<file path="config.mk">
export PLATFORM = sky130hd
export DESIGN_NAME = usdl_frame_parser
export DESIGN_NICKNAME = d
export VERILOG_FILES = /design/src/hdl/usdl_pkg.sv /design/src/hdl/usdl_cfg.sv /design/src/hdl/usdl_front.sv /design/src/hdl/usdl_queue.sv /design/src/hdl/usdl_back.sv /design/src/hdl/usdl_frame_parser.sv
export SDC_FILE = /design/constraint.sdc
export NUM_CORES = 1
export LEC_CHECK = 0
export BUFFER_PORTS_ARGS = -buffer_cell sky130_fd_sc_hd__buf_4
export CAP_MARGIN = 15
export CORE_UTILIZATION = 50
export CTS_BUF_LIST = sky130_fd_sc_hd__clkbuf_2 sky130_fd_sc_hd__clkbuf_4 sky130_fd_sc_hd__clkbuf_8
export DETAILED_ROUTE_END_ITERATION = 8
export GPL_ROUTABILITY_DRIVEN = 0
export GPL_TIMING_DRIVEN = 0
export PLACE_DENSITY = 0.69
export SETUP_SLACK_MARGIN = 0.4
export SLEW_MARGIN = 10
export SYNTH_ARGS = -nofsm -noshare
export SYNTH_HDL_FRONTEND = slang
export SYNTH_SLANG_ARGS = --single-unit
</file>
<file path="constraint.sdc">
create_clock -name clk -period 6.3 [get_ports clk]
set_input_delay 0.315 -clock clk [delete_from_list [all_inputs] [get_ports clk]]
set_output_delay 0.315 -clock clk [all_outputs]
set_load 0.01 [all_outputs]
</file>
<file path="src/hdl/usdl_pkg.sv">
// ---------------------------------------------------------------------------
// usdl_pkg
// Shared types, codes and constants of the USDL transfer frame parser.
// ---------------------------------------------------------------------------
`default_nettype none

package usdl_pkg;

  // Front-to-back queue depth default
  localparam int unsigned QUEUE_DEPTH_DEF = 2;

  localparam int unsigned POS_W  = 17;
  localparam int unsigned CFG_W  = 17;
  localparam int unsigned CIDX_W = 3;

  localparam logic [POS_W-1:0] POS_MAX = 17'h1FFFF;

  // Header geometry
  localparam logic [3:0] HDR_TRUNC_LEN = 4'd4;
  localparam logic [3:0] HDR_BASE_LEN  = 4'd7;
  localparam logic [2:0] OCF_LEN       = 3'd4;
  localparam logic [2:0] RULES_FHP_MAX = 3'd2;

  // Byte roles
  localparam logic [2:0] ROLE_HDR  = 3'd0;
  localparam logic [2:0] ROLE_INS  = 3'd1;
  localparam logic [2:0] ROLE_DFH  = 3'd2;
  localparam logic [2:0] ROLE_PAY  = 3'd3;
  localparam logic [2:0] ROLE_OCF  = 3'd4;
  localparam logic [2:0] ROLE_FEC  = 3'd5;
  localparam logic [2:0] ROLE_DISC = 3'd6;

  // Status codes
  localparam logic [1:0] ST_OK      = 2'd0;
  localparam logic [1:0] ST_VERSION = 2'd1;
  localparam logic [1:0] ST_LENGTH  = 2'd2;

  // Configuration register indexes
  localparam logic [CIDX_W-1:0] CFG_EXP_VERSION = 3'd0;
  localparam logic [CIDX_W-1:0] CFG_FRAME_LEN   = 3'd1;
  localparam logic [CIDX_W-1:0] CFG_VAR_LEN     = 3'd2;
  localparam logic [CIDX_W-1:0] CFG_FEC_PRESENT = 3'd3;
  localparam logic [CIDX_W-1:0] CFG_FEC_BYTES   = 3'd4;
  localparam logic [CIDX_W-1:0] CFG_INS_BYTES   = 3'd5;

  // Field capture actions carried from front to back
  typedef enum logic [3:0] {
    OP_NONE,
    OP_HDR0,
    OP_HDR1,
    OP_HDR2,
    OP_HDR3,
    OP_HDR4,
    OP_HDR5,
    OP_HDR6,
    OP_COUNT,
    OP_DFH0,
    OP_DFH1,
    OP_DFH2
  } usdl_op_t;

  typedef struct packed {
    logic [3:0]       expected_version;
    logic [POS_W-1:0] frame_length;
    logic             variable_length;
    logic             fec_present;
    logic [7:0]       fec_bytes;
    logic [7:0]       insert_bytes;
  } usdl_cfg_t;

  typedef struct packed {
    logic [7:0] data_byte;
    logic       frame_start;
  } usdl_in_t;

  typedef struct packed {
    logic [2:0]  role;
    logic [7:0]  byte_out;
    logic [1:0]  status;
    logic [15:0] spacecraft_id;
    logic [5:0]  channel_id;
    logic [3:0]  map_number;
    logic [4:0]  header_flags;
    logic [55:0] frame_count;
    logic [2:0]  construction_rules;
    logic [4:0]  protocol_id;
    logic [15:0] first_header_pointer;
    logic        last_of_frame;
  } usdl_out_t;

  // Queue entry: one classified byte
  typedef struct packed {
    logic [2:0] role;
    logic [7:0] data;
    logic [1:0] status;
    usdl_op_t   op;
    logic       clr;
    logic       last;
  } usdl_qent_t;

  typedef struct packed {
    logic full;
    logic empty;
  } usdl_qstat_t;

endpackage

`default_nettype wire

</file>
<file path="src/hdl/usdl_cfg.sv">
// ---------------------------------------------------------------------------
// usdl_cfg
// Configuration register file, write-only, one register per used index (0 to 5).
// ---------------------------------------------------------------------------
`default_nettype none

module usdl_cfg
  import usdl_pkg::*;
(
  input  wire logic              clk,
  input  wire logic              rst,
  input  wire logic              cfg_wr_en,
  input  wire logic [CIDX_W-1:0] cfg_index,
  input  wire logic [CFG_W-1:0]  cfg_data,
  output usdl_cfg_t              cfg
);

  always_ff @(posedge clk) begin
    if (rst) begin
      cfg.expected_version <= 4'd12;
      cfg.frame_length     <= 17'd256;
      cfg.variable_length  <= 1'b0;
      cfg.fec_present      <= 1'b0;
      cfg.fec_bytes        <= 8'd0;
      cfg.insert_bytes     <= 8'd0;
    end else if (cfg_wr_en) begin
      unique case (cfg_index)
        CFG_EXP_VERSION: cfg.expected_version <= cfg_data[3:0];
        CFG_FRAME_LEN:   cfg.frame_length     <= cfg_data;
        CFG_VAR_LEN:     cfg.variable_length  <= cfg_data[0];
        CFG_FEC_PRESENT: cfg.fec_present      <= cfg_data[0];
        CFG_FEC_BYTES:   cfg.fec_bytes        <= cfg_data[7:0];
        CFG_INS_BYTES:   cfg.insert_bytes     <= cfg_data[7:0];
        default: ;  // unused indexes ignored
      endcase
    end
  end

endmodule

`default_nettype wire

</file>
<file path="src/hdl/usdl_front.sv">
// ---------------------------------------------------------------------------
// usdl_front
// Byte classifier: tracks position, frame end and error, picks the role and
// the capture action of each byte and pushes it to the queue.
// ---------------------------------------------------------------------------
`default_nettype none

module usdl_front
  import usdl_pkg::*;
(
  input  wire logic  clk,
  input  wire logic  rst,
  input  wire usdl_cfg_t  cfg,
  input  wire logic  in_valid,
  output logic       in_ready,
  input  wire usdl_in_t   in_data,
  input  wire usdl_qstat_t q_stat,
  output logic       q_push,
  output usdl_qent_t q_wdata
);

  logic [POS_W-1:0] pos, pos_next;
  logic [POS_W-1:0] fend, fend_next;
  logic [1:0]       err, err_next;
  logic             trunc, trunc_next;
  logic             ocf, ocf_next;
  logic [2:0]       clen, clen_next;
  logic [2:0]       rules, rules_next;
  logic [7:0]       len_hi, len_hi_next;

  logic [POS_W-1:0] e_pos;
  logic [3:0]       hdr_len;
  logic [8:0]       ins_end;
  logic [7:0]       fec_len;
  logic [2:0]       ocf_len;
  logic [POS_W:0]   pos_x, fend_x, fec_sum, ocf_sum;
  logic [POS_W-1:0] len_field;
  logic             len_bad;
  logic [7:0]       b;
  logic [2:0]       role;
  usdl_op_t         op;

  assign in_ready = !q_stat.full;
  assign q_push   = in_valid && in_ready;
  assign b        = in_data.data_byte;

  always_comb begin
    // frame start restarts all per-frame tracking
    e_pos       = in_data.frame_start ? '0 : pos;
    fend_next   = in_data.frame_start ? cfg.frame_length : fend;
    err_next    = in_data.frame_start ? ST_OK : err;
    trunc_next  = in_data.frame_start ? 1'b0 : trunc;
    ocf_next    = in_data.frame_start ? 1'b0 : ocf;
    clen_next   = in_data.frame_start ? 3'd0 : clen;
    rules_next  = in_data.frame_start ? 3'd0 : rules;
    len_hi_next = in_data.frame_start ? 8'd0 : len_hi;

    hdr_len = trunc_next ? HDR_TRUNC_LEN : HDR_BASE_LEN + {1'b0, clen_next};
    ins_end = {5'd0, hdr_len} + {1'b0, cfg.insert_bytes};
    fec_len = cfg.fec_present ? cfg.fec_bytes : 8'd0;
    ocf_len = ocf_next ? OCF_LEN : 3'd0;
    pos_x   = {1'b0, e_pos};
    fend_x  = {1'b0, fend_next};
    fec_sum = pos_x + {10'd0, fec_len};
    ocf_sum = fec_sum + {15'd0, ocf_len};

    len_field = {1'b0, len_hi_next, b} + 17'd1;
    len_bad   = cfg.variable_length ? (len_field > cfg.frame_length)
                                    : (len_field != cfg.frame_length);

    role = ROLE_DISC;
    op   = OP_NONE;

    if (e_pos < fend_next && err_next == ST_OK) begin
      if (e_pos < {13'd0, HDR_TRUNC_LEN} ||
          (!trunc_next && e_pos < {13'd0, hdr_len})) begin
        role = ROLE_HDR;
        if (e_pos == 17'd0) begin
          op = OP_HDR0;
          if (b[7:4] != cfg.expected_version) err_next = ST_VERSION;
        end else if (e_pos == 17'd1) begin
          op = OP_HDR1;
        end else if (e_pos == 17'd2) begin
          op = OP_HDR2;
        end else if (e_pos == 17'd3) begin
          op         = OP_HDR3;
          trunc_next = b[0];
        end else if (e_pos == 17'd4) begin
          op          = OP_HDR4;
          len_hi_next = b;
        end else if (e_pos == 17'd5) begin
          op          = OP_HDR5;
          len_hi_next = 8'd0;
          if (len_bad) err_next = ST_LENGTH;
          else         fend_next = len_field;
        end else if (e_pos == 17'd6) begin
          op        = OP_HDR6;
          ocf_next  = b[3];
          clen_next = b[2:0];
        end else begin
          op = OP_COUNT;
        end
      end else if (e_pos < {8'd0, ins_end}) begin
        role = ROLE_INS;
      end else if (e_pos == {8'd0, ins_end}) begin
        role       = ROLE_DFH;
        op         = OP_DFH0;
        rules_next = b[7:5];
      end else if (rules_next <= RULES_FHP_MAX &&
                   pos_x <= {9'd0, ins_end} + 18'd2) begin
        role = ROLE_DFH;
        op   = (pos_x == {9'd0, ins_end} + 18'd1) ? OP_DFH1 : OP_DFH2;
      end else if (fec_sum >= fend_x) begin
        role = ROLE_FEC;
      end else if (ocf_sum >= {1'b0, fend_next}) begin
        role = ROLE_OCF;
      end else begin
        role = ROLE_PAY;
      end
    end

    pos_next = (e_pos < POS_MAX) ? e_pos + 17'd1 : e_pos;

    q_wdata.role   = role;
    q_wdata.data   = b;
    q_wdata.status = err_next;
    q_wdata.op     = op;
    q_wdata.clr    = in_data.frame_start;
    q_wdata.last   = (fend_next != '0) && (pos_x + 18'd1 == {1'b0, fend_next});
  end

  always_ff @(posedge clk) begin
    if (rst) begin
      pos    <= '0;
      fend   <= '0;
      err    <= ST_OK;
      trunc  <= 1'b0;
      ocf    <= 1'b0;
      clen   <= 3'd0;
      rules  <= 3'd0;
      len_hi <= 8'd0;
    end else if (q_push) begin
      pos    <= pos_next;
      fend   <= fend_next;
      err    <= err_next;
      trunc  <= trunc_next;
      ocf    <= ocf_next;
      clen   <= clen_next;
      rules  <= rules_next;
      len_hi <= len_hi_next;
    end
  end

endmodule

`default_nettype wire

</file>
<file path="src/hdl/usdl_queue.sv">
// ---------------------------------------------------------------------------
// usdl_queue
// Small FIFO of classified bytes between front and back.
// ---------------------------------------------------------------------------
`default_nettype none

module usdl_queue
  import usdl_pkg::*;
#(
  parameter int unsigned DEPTH = QUEUE_DEPTH_DEF
) (
  input  wire logic  clk,
  input  wire logic  rst,
  input  wire logic  push,
  input  wire usdl_qent_t wdata,
  input  wire logic  pop,
  output usdl_qent_t rdata,
  output usdl_qstat_t stat
);

  localparam int unsigned AW = (DEPTH > 1) ? $clog2(DEPTH) : 1;
  localparam int unsigned CW = $clog2(DEPTH + 1);
  localparam logic [AW-1:0] LAST_SLOT = AW'(DEPTH - 1);
  localparam logic [CW-1:0] FULL_CNT  = CW'(DEPTH);

  usdl_qent_t    mem [DEPTH];
  logic [AW-1:0] wr_ptr, rd_ptr;
  logic [CW-1:0] count;

  assign stat.full  = (count == FULL_CNT);
  assign stat.empty = (count == '0);
  assign rdata      = mem[rd_ptr];

  always_ff @(posedge clk) begin
    if (push) mem[wr_ptr] <= wdata;
  end

  always_ff @(posedge clk) begin
    if (rst) begin
      wr_ptr <= '0;
      rd_ptr <= '0;
      count  <= '0;
    end else begin
      if (push) wr_ptr <= (wr_ptr == LAST_SLOT) ? '0 : wr_ptr + AW'(1);
      if (pop)  rd_ptr <= (rd_ptr == LAST_SLOT) ? '0 : rd_ptr + AW'(1);
      case ({push, pop})
        2'b10:   count <= count + CW'(1);
        2'b01:   count <= count - CW'(1);
        default: ;
      endcase
    end
  end

endmodule

`default_nettype wire

</file>
<file path="src/hdl/usdl_back.sv">
// ---------------------------------------------------------------------------
// usdl_back
// Field capture and output register: applies each byte's capture action
// to the header fields and presents the tagged result.
// ---------------------------------------------------------------------------
`default_nettype none

module usdl_back
  import usdl_pkg::*;
(
  input  wire logic   clk,
  input  wire logic   rst,
  input  wire usdl_qstat_t q_stat,
  input  wire usdl_qent_t  q_rdata,
  output logic        q_pop,
  output logic        out_valid,
  input  wire logic   out_ready,
  output usdl_out_t   out_data
);

  logic [15:0] scid, scid_next;
  logic [5:0]  vcid, vcid_next;
  logic [3:0]  map, map_next;
  logic [4:0]  flags, flags_next;
  logic [55:0] count, count_next;
  logic [2:0]  rules, rules_next;
  logic [4:0]  upid, upid_next;
  logic [15:0] fhp, fhp_next;
  logic [7:0]  b;

  assign q_pop = !q_stat.empty && (!out_valid || out_ready);
  assign b     = q_rdata.data;

  always_comb begin
    scid_next  = q_rdata.clr ? 16'd0 : scid;
    vcid_next  = q_rdata.clr ? 6'd0  : vcid;
    map_next   = q_rdata.clr ? 4'd0  : map;
    flags_next = q_rdata.clr ? 5'd0  : flags;
    count_next = q_rdata.clr ? 56'd0 : count;
    rules_next = q_rdata.clr ? 3'd0  : rules;
    upid_next  = q_rdata.clr ? 5'd0  : upid;
    fhp_next   = q_rdata.clr ? 16'd0 : fhp;

    unique case (q_rdata.op)
      OP_HDR0: scid_next = {b[3:0], 12'd0};
      OP_HDR1: scid_next[11:4] = scid_next[11:4] | b;
      OP_HDR2: begin
        scid_next[3:0] = scid_next[3:0] | b[7:4];
        flags_next[0]  = flags_next[0] | b[3];
        vcid_next[5:3] = vcid_next[5:3] | b[2:0];
      end
      OP_HDR3: begin
        vcid_next[2:0] = vcid_next[2:0] | b[7:5];
        map_next       = map_next | b[4:1];
        flags_next[1]  = flags_next[1] | b[0];
      end
      OP_HDR4: count_next = {48'd0, b};
      OP_HDR5: count_next = 56'd0;  // length high byte no longer shown
      OP_HDR6: begin
        flags_next[2] = flags_next[2] | b[7];
        flags_next[3] = flags_next[3] | b[6];
        flags_next[4] = flags_next[4] | b[3];
      end
      OP_COUNT: count_next = {count_next[47:0], b};
      OP_DFH0: begin
        rules_next = b[7:5];
        upid_next  = b[4:0];
        fhp_next   = 16'd0;
      end
      OP_DFH1: fhp_next[15:8] = fhp_next[15:8] | b;
      OP_DFH2: fhp_next[7:0]  = fhp_next[7:0] | b;
      default: ;
    endcase
  end

  always_ff @(posedge clk) begin
    if (rst) begin
      scid  <= '0;
      vcid  <= '0;
      map   <= '0;
      flags <= '0;
      count <= '0;
      rules <= '0;
      upid  <= '0;
      fhp   <= '0;
    end else if (q_pop) begin
      scid  <= scid_next;
      vcid  <= vcid_next;
      map   <= map_next;
      flags <= flags_next;
      count <= count_next;
      rules <= rules_next;
      upid  <= upid_next;
      fhp   <= fhp_next;
    end
  end

  always_ff @(posedge clk) begin
    if (rst) begin
      out_valid <= 1'b0;
    end else if (q_pop) begin
      out_valid <= 1'b1;
    end else if (out_ready) begin
      out_valid <= 1'b0;
    end
  end

  always_ff @(posedge clk) begin
    if (q_pop) begin
      out_data.role                 <= q_rdata.role;
      out_data.byte_out             <= b;
      out_data.status               <= q_rdata.status;
      out_data.spacecraft_id        <= scid_next;
      out_data.channel_id           <= vcid_next;
      out_data.map_number           <= map_next;
      out_data.header_flags         <= flags_next;
      out_data.frame_count          <= count_next;
      out_data.construction_rules   <= rules_next;
      out_data.protocol_id          <= upid_next;
      out_data.first_header_pointer <= fhp_next;
      out_data.last_of_frame        <= q_rdata.last;
    end
  end

endmodule

`default_nettype wire

</file>
<file path="src/hdl/usdl_frame_parser.sv">
// Path: a transferred byte is written into the queue, then into the output
// register. Throughput: one byte per cycle while the queue is not full;
// position compares and field shifts are combinational, and the queue absorbs output stalls of up to QUEUE_DEPTH bytes.
// Reset (rst, synchronous): config registers take their defaults, position
// and frame end clear, so bytes before the first frame start are discarded.
// ---------------------------------------------------------------------------
// usdl_frame_parser
// USDL transfer frame parser: tags each byte with its role in the frame and
// shows the header fields captured so far.
// ---------------------------------------------------------------------------
`default_nettype none

module usdl_frame_parser
  import usdl_pkg::*;
#(
  parameter int unsigned QUEUE_DEPTH = QUEUE_DEPTH_DEF
) (
  input  wire logic              clk,
  input  wire logic              rst,
  // configuration writes
  input  wire logic              cfg_wr_en,
  input  wire logic [CIDX_W-1:0] cfg_index,
  input  wire logic [CFG_W-1:0]  cfg_data,
  // byte input
  input  wire logic              in_valid,
  output logic                   in_ready,
  input  wire usdl_in_t          in_data,
  // tagged result
  output logic                   out_valid,
  input  wire logic              out_ready,
  output usdl_out_t              out_data
);

  usdl_cfg_t   cfg;
  usdl_qstat_t q_stat;
  usdl_qent_t  q_wdata, q_rdata;
  logic        q_push, q_pop;

  usdl_cfg u_cfg (
    .clk       (clk),
    .rst       (rst),
    .cfg_wr_en (cfg_wr_en),
    .cfg_index (cfg_index),
    .cfg_data  (cfg_data),
    .cfg       (cfg)
  );

  // Front: classifies each byte transfer and keeps the frame tracking
  // state (position, frame end, error) so the next byte can follow at once.
  usdl_front u_front (
    .clk      (clk),
    .rst      (rst),
    .cfg      (cfg),
    .in_valid (in_valid),
    .in_ready (in_ready),
    .in_data  (in_data),
    .q_stat   (q_stat),
    .q_push   (q_push),
    .q_wdata  (q_wdata)
  );

  // Queue decouples input transfers from output stalls.
  usdl_queue #(
    .DEPTH (QUEUE_DEPTH)
  ) u_queue (
    .clk   (clk),
    .rst   (rst),
    .push  (q_push),
    .wdata (q_wdata),
    .pop   (q_pop),
    .rdata (q_rdata),
    .stat  (q_stat)
  );

  // Back: captures header fields and drives the output register.
  usdl_back u_back (
    .clk       (clk),
    .rst       (rst),
    .q_stat    (q_stat),
    .q_rdata   (q_rdata),
    .q_pop     (q_pop),
    .out_valid (out_valid),
    .out_ready (out_ready),
    .out_data  (out_data)
  );

`ifndef SYNTH
  // back never reads an empty queue
  a_pop_nonempty: assert property (@(posedge clk) disable iff (rst)
    q_pop |-> !q_stat.empty)
    else $error("queue read while empty");

  // a transferred byte is in the queue on the next cycle
  a_push_lands: assert property (@(posedge clk) disable iff (rst)
    q_push |=> !q_stat.empty)
    else $error("pushed byte lost");

  // an error status only comes with the error byte or discarded bytes
  a_err_role: assert property (@(posedge clk) disable iff (rst)
    (out_valid && out_data.status != ST_OK) |->
      (out_data.role == ROLE_HDR || out_data.role == ROLE_DISC))
    else $error("error status on a live byte");

  // reset empties the output
  a_reset_out: assert property (@(posedge clk)
    $past(rst) |-> !out_valid)
    else $error("output valid after reset");
`endif

endmodule

`default_nettype wire

</file>
==> metrics.txt <==
# TYPE chip_impl_metric gauge
chip_impl_metric{name="cts-root-to-sink-buffers",unit=""} 3
chip_impl_metric{name="grt_first_pass_wirelength",unit="um"} 85400
chip_impl_metric{name="period_needed",unit="ns"} 5.74
chip_impl_metric{name="drt-met1-wl",unit="um"} 22400
chip_impl_metric{name="floorplan.io_pins",unit=""} 161
chip_impl_metric{name="die_width",unit="um"} 198
chip_impl_metric{name="max-vdd-ir-drop",unit="mV"} 0.222
chip_impl_metric{name="antenna_cells",unit=""} 0
chip_impl_metric{name="share_comb_of_total_power",unit="%"} 32.7
chip_impl_metric{name="pwr_per_cell_area",unit="nW/um2"} 363
chip_impl_metric{name="num-fill-cells",unit=""} 3285
chip_impl_metric{name="die_area",unit="um2"} 39000
chip_impl_info{name="worst-setup-path-type",value="input pin to flip-flop"} 1
chip_impl_metric{name="worst_ep_required_time",unit="ns"} 6.63
chip_impl_metric{name="finish.cell_count_without_fillers",unit=""} 2857
chip_impl_metric{name="synth_area_per_cell",unit="um2"} 9.30
chip_impl_metric{name="net-switching-power",unit="uW"} 2870
chip_impl_metric{name="report.final.slew_viol_count",unit=""} 0
chip_impl_metric{name="drc",unit=""} 0
chip_impl_metric{name="grt_antenna_before_repair",unit=""} 0
chip_impl_metric{name="number_of_synthesized_register_bits",unit=""} 371
chip_impl_info{name="top_layer_used",value="met4"} 1
chip_impl_metric{name="vias_per_cell",unit=""} 5.82
chip_impl_metric{name="synth-async-reset-ratio",unit="%"} 0
chip_impl_metric{name="routedWlPerCell",unit="um"} 19.4
chip_impl_metric{name="inserted_clock_buffers",unit=""} 55
chip_impl_metric{name="global_route.usage.total",unit="%"} 28.1
chip_impl_metric{name="timing.reg2reg.worst_path_depth",unit=""} 20
chip_impl_metric{name="start_util",unit="%"} 50.8
chip_impl_metric{name="hold_violations",unit=""} 0
chip_impl_metric{name="chipHeight",unit="um"} 198
chip_impl_info{name="ys_dominant_reg_cell",value="dfxtp_1"} 1
chip_impl_metric{name="port_buffers",unit=""} 159
chip_impl_metric{name="final_layout_size_suffix_gt1_share",unit="%"} 13.6
chip_impl_metric{name="synth_seq_area_share",unit="%"} 47.4
chip_impl_metric{name="timing.max_slew.rel_slack",unit="%"} 30.4
chip_impl_metric{name="layout.nets",unit=""} 2446
chip_impl_metric{name="finClkSkew",unit="ns"} 0.0210
chip_impl_metric{name="finalCritPeriodShare",unit="%"} 91.1
chip_impl_info{name="crit_path_cell_trace",value="dlygate4sd3_1 > buf_4 > clkbuf_1 > nand2_1 > nor4_1 > nand4_1 > xor2_1 > nor2_1 > ha_1 > nand4_1 > nor4_1 > a21boi_1 > o31ai_2 > nand4_4 > mux2i_2 > xor2_1 > nor4b_2 > o21ai_1 > a2111oi_2"} 1
chip_impl_metric{name="hold_depth",unit=""} 3
chip_impl_info{name="holdCritPathClass",value="input pin to flip-flop"} 1
chip_impl_metric{name="drv_cap",unit=""} 0
chip_impl_info{name="most_common_cell_after_layout_fill_and_taps_aside",value="nand2_1"} 1
chip_impl_metric{name="synth.yosys.warnings",unit=""} 0
chip_impl_info{name="layout_common_cells",value="391 x nand2_1, 208 x dfxtp_1, 196 x a21oi_1"} 1
chip_impl_metric{name="cts.sinks",unit=""} 371
chip_impl_metric{name="design.core.area",unit="um2"} 37700
chip_impl_metric{name="path_max_fanout",unit=""} 9
chip_impl_metric{name="timing.critical_path.depth",unit=""} 19
chip_impl_metric{name="cts_htree_levels",unit=""} 2
chip_impl_metric{name="cts_post_setup_buffers_inserted",unit=""} 0
chip_impl_info{name="worstReg2RegStart",value="u_front.pos[1]"} 1
chip_impl_metric{name="seqPwrFrac",unit="%"} 40.2
chip_impl_metric{name="reg2reg_slack",unit="ns"} 0.83
chip_impl_metric{name="via_count",unit=""} 16600
chip_impl_metric{name="postRouteAntennaNets",unit=""} 0
chip_impl_metric{name="grt_start_max_net_pins",unit=""} 64
chip_impl_metric{name="critical-path-max-stage-delay",unit="ns"} 0.59
chip_impl_metric{name="routed_met3_length",unit="um"} 4070
chip_impl_info{name="hold_path_end",value="u_back.out_valid"} 1
chip_impl_info{name="crit-reg2reg-capture",value="u_queue.mem[0][18]"} 1
chip_impl_metric{name="syn-cell-area",unit="um2"} 19100
chip_impl_info{name="rsz0062_at_grt",value="false"} 1
chip_impl_metric{name="detailed_place_hpwl",unit="um"} 41000
chip_impl_metric{name="finish.utilization",unit="%"} 60.1
chip_impl_info{name="clk_root_buffer_cell",value="clkbuf_8"} 1
chip_impl_info{name="tritoncts_clock_tree",value="done"} 1
chip_impl_metric{name="core.rowCount",unit=""} 71
chip_impl_metric{name="setup_viol",unit=""} 0
chip_impl_metric{name="drt-initial-drc-count",unit=""} 1407
chip_impl_metric{name="first_global_vias",unit=""} 15500
chip_impl_metric{name="register_clock_pin_slew_on_the_reported_worst_setup_and_hold_paths",unit="ns"} 0.07
chip_impl_metric{name="netlist_instances",unit=""} 2056
chip_impl_metric{name="flow.area_growth_from_synthesis",unit="%"} 18.4
chip_impl_metric{name="worst-endpoint-arrival",unit="ns"} 6.07
chip_impl_metric{name="synth_edf_count",unit=""} 163
chip_impl_metric{name="buffering_stage_count_on_the_worst_path_with_inverters_included",unit=""} 3
chip_impl_metric{name="cell_internal_pwr",unit="uW"} 5350
chip_impl_info{name="path_delay_family",value="simple AND/OR/NAND/NOR gates"} 1
chip_impl_metric{name="synth.lib_cells_used.distinct",unit=""} 84
chip_impl_metric{name="p_sw_share",unit="%"} 34.9
chip_impl_metric{name="total_leakage_power",unit="uW"} 0.00878
chip_impl_metric{name="post-place-cells",unit=""} 2729
chip_impl_info{name="worst_setup_path_start_kind",value="input pin"} 1
chip_impl_metric{name="route.met2.wl",unit="um"} 26900
chip_impl_metric{name="synth_fp_nets",unit=""} 2201
chip_impl_metric{name="fmax",unit="GHz"} 0.174
chip_impl_info{name="run_status",value="finished clean"} 1
chip_impl_metric{name="power_frac_clock",unit="%"} 27.2
chip_impl_info{name="timing.critical_path.slowest_stage_cell",value="nor4_1"} 1
chip_impl_info{name="critical_path.endpoint_type",value="flip-flop"} 1
chip_impl_metric{name="gr-total-overflow",unit=""} 0
chip_impl_info{name="holdCritStartpoint",value="out_ready"} 1
chip_impl_metric{name="postRouteWirelength",unit="um"} 55400
chip_impl_metric{name="max_slew.worst_pin.slew",unit="ns"} 1.01
chip_impl_metric{name="clock_network_latency_to_the_later_pin_of_the_worst_skew_pair",unit="ns"} 0.61
chip_impl_metric{name="drt-pass1-iter-count",unit=""} 7
-- synthesized netlist by cell type (5+ instances only) --
library cell	count	area share [%]
a211o_1	5	0.23
a211oi_1	18	0.71
a21o_1	22	0.86
a21oi_1	196	5.1
a22o_1	71	3.3
a22oi_1	47	1.8
and2_1	16	0.52
and3_1	16	0.52
and4_1	6	0.27
buf_1	10	0.20
clkbuf_1	92	1.8
dfxtp_1	208	22
edfxtp_1	163	26
ha_1	109	7.1
inv_1	64	1.3
mux2_2	17	1.0
mux2i_1	33	1.7
nand2_1	391	7.7
nand2b_1	11	0.36
nand3_1	40	1.0
nand4_1	32	1.0
nand4b_1	5	0.23
nor2_1	161	3.2
nor2b_1	25	0.82
nor3_1	30	0.78
nor4_1	13	0.43
o211ai_1	11	0.43
o21a_1	5	0.20
o21ai_0	45	1.2
o21ai_1	6	0.16
o31ai_1	5	0.20
or3_1	7	0.23
xnor2_1	67	3.1
xor2_1	28	1.3
-- layout make-up --
cell class	count	area, um2	area share (%)
Tap cell	511	639	2.82
Clock inverter	22	293	1.29
Clock buffer	80	982	4.34
Inverter	67	255	1.13
Buffer	107	427	1.88
Sequential cell	371	9060	40.0
Timing Repair Buffer	188	1520	6.73
Multi-Input combinational cell	1511	9470	41.8
-- cells by family after synthesis --
kind of cell | count (synthesis) | share of synthesized area [%]
fa+ha+maj | 111 | 7.34
flops | 371 | 47.4
compound gates | 474 | 16.2
other cells | 1 | 0.0196
simple gates | 779 | 18.5
xor+xnor | 95 | 4.35
mux | 51 | 2.80
buf+inv | 174 | 3.48
-- routing by layer --
layer / GRT usage [%] / vias to the layer above
met5: 0 / -
met2: 47.9 / 662
met1: 35.0 / 7959
met3: 4.83 / 157
li1: - / 7847
met4: 11.6 / 0
-- state kept, by name (all words and copies together), names as in the netlist, 5 cells and up, named ones only --
register / cells
u_back.fhp: 16
u_back.count: 56
u_back.out_data: 125
u_front.fend: 17
u_queue.mem: 38
u_back.upid: 5
u_back.vcid: 6
u_back.scid: 16
u_front.len_hi: 8
u_front.pos: 17
u_back.flags: 5
u_cfg.cfg: 39
-- stage by stage --
| stage | setup slack, ns | instance area (um2) | total power [uW] | hold WS, ns | setup TNS (ns) |
|---|---|---|---|---|---|
| finish | 0.559 | 22600 | 8220 | 0.112 | 0 |
| global route | 0.420 | 22600 | 8610 | 0.0935 | 0 |
| CTS | 0.551 | 22600 | 8220 | 0.0713 | 0 |
| detailed placement | -0.843 | 21000 | 5990 | 0.445 | -6.07 |
| global placement | -1.04 | 21000 | 5700 | 0.439 | -23.81 |
| floorplan | 0.749 | 19100 | 4890 | 0.414 | 0 |
-- power groups by stage --
stage | combinational [uW] | clock (uW) | sequential (uW)
floorplan | 1320 | 0 | 3570
global placement | 2330 | 0 | 3370
detailed placement | 2630 | 0 | 3360
CTS | 2660 | 2250 | 3310
global route | 2900 | 2370 | 3340
finish | 2680 | 2230 | 3300
-- how the worst max path moves through the flow --
stage	startpoint	end	slack, ns
global route	in_data[0]	u_queue.mem[1][17]	0.42
detailed placement	in_data[0]	u_queue.mem[1][18]	-0.84
global placement	out_ready	u_queue.count[1]	-1.04
CTS	in_data[0]	u_queue.mem[0][18]	0.55
finish	in_data[7]	u_queue.mem[1][0]	0.56
floorplan	out_ready	u_queue.count[1]	0.75
-- timing repair --
| action | in CTS | in global routing |
|---|---|---|
| endpoints found under the hold margin | 53 | 0 |
| hold buffers | 26 | 0 |
| gates resized for setup | 5 | 16 |
| setup endpoints to repair | 8 | 10 |
-- tightest hold or removal path, stage by stage --
cell,delay [ns]
buf_4,0.08
nand2b_1,0.18
a21oi_1,0.08
No activity file was read; power rests on OpenSTA's default activity.
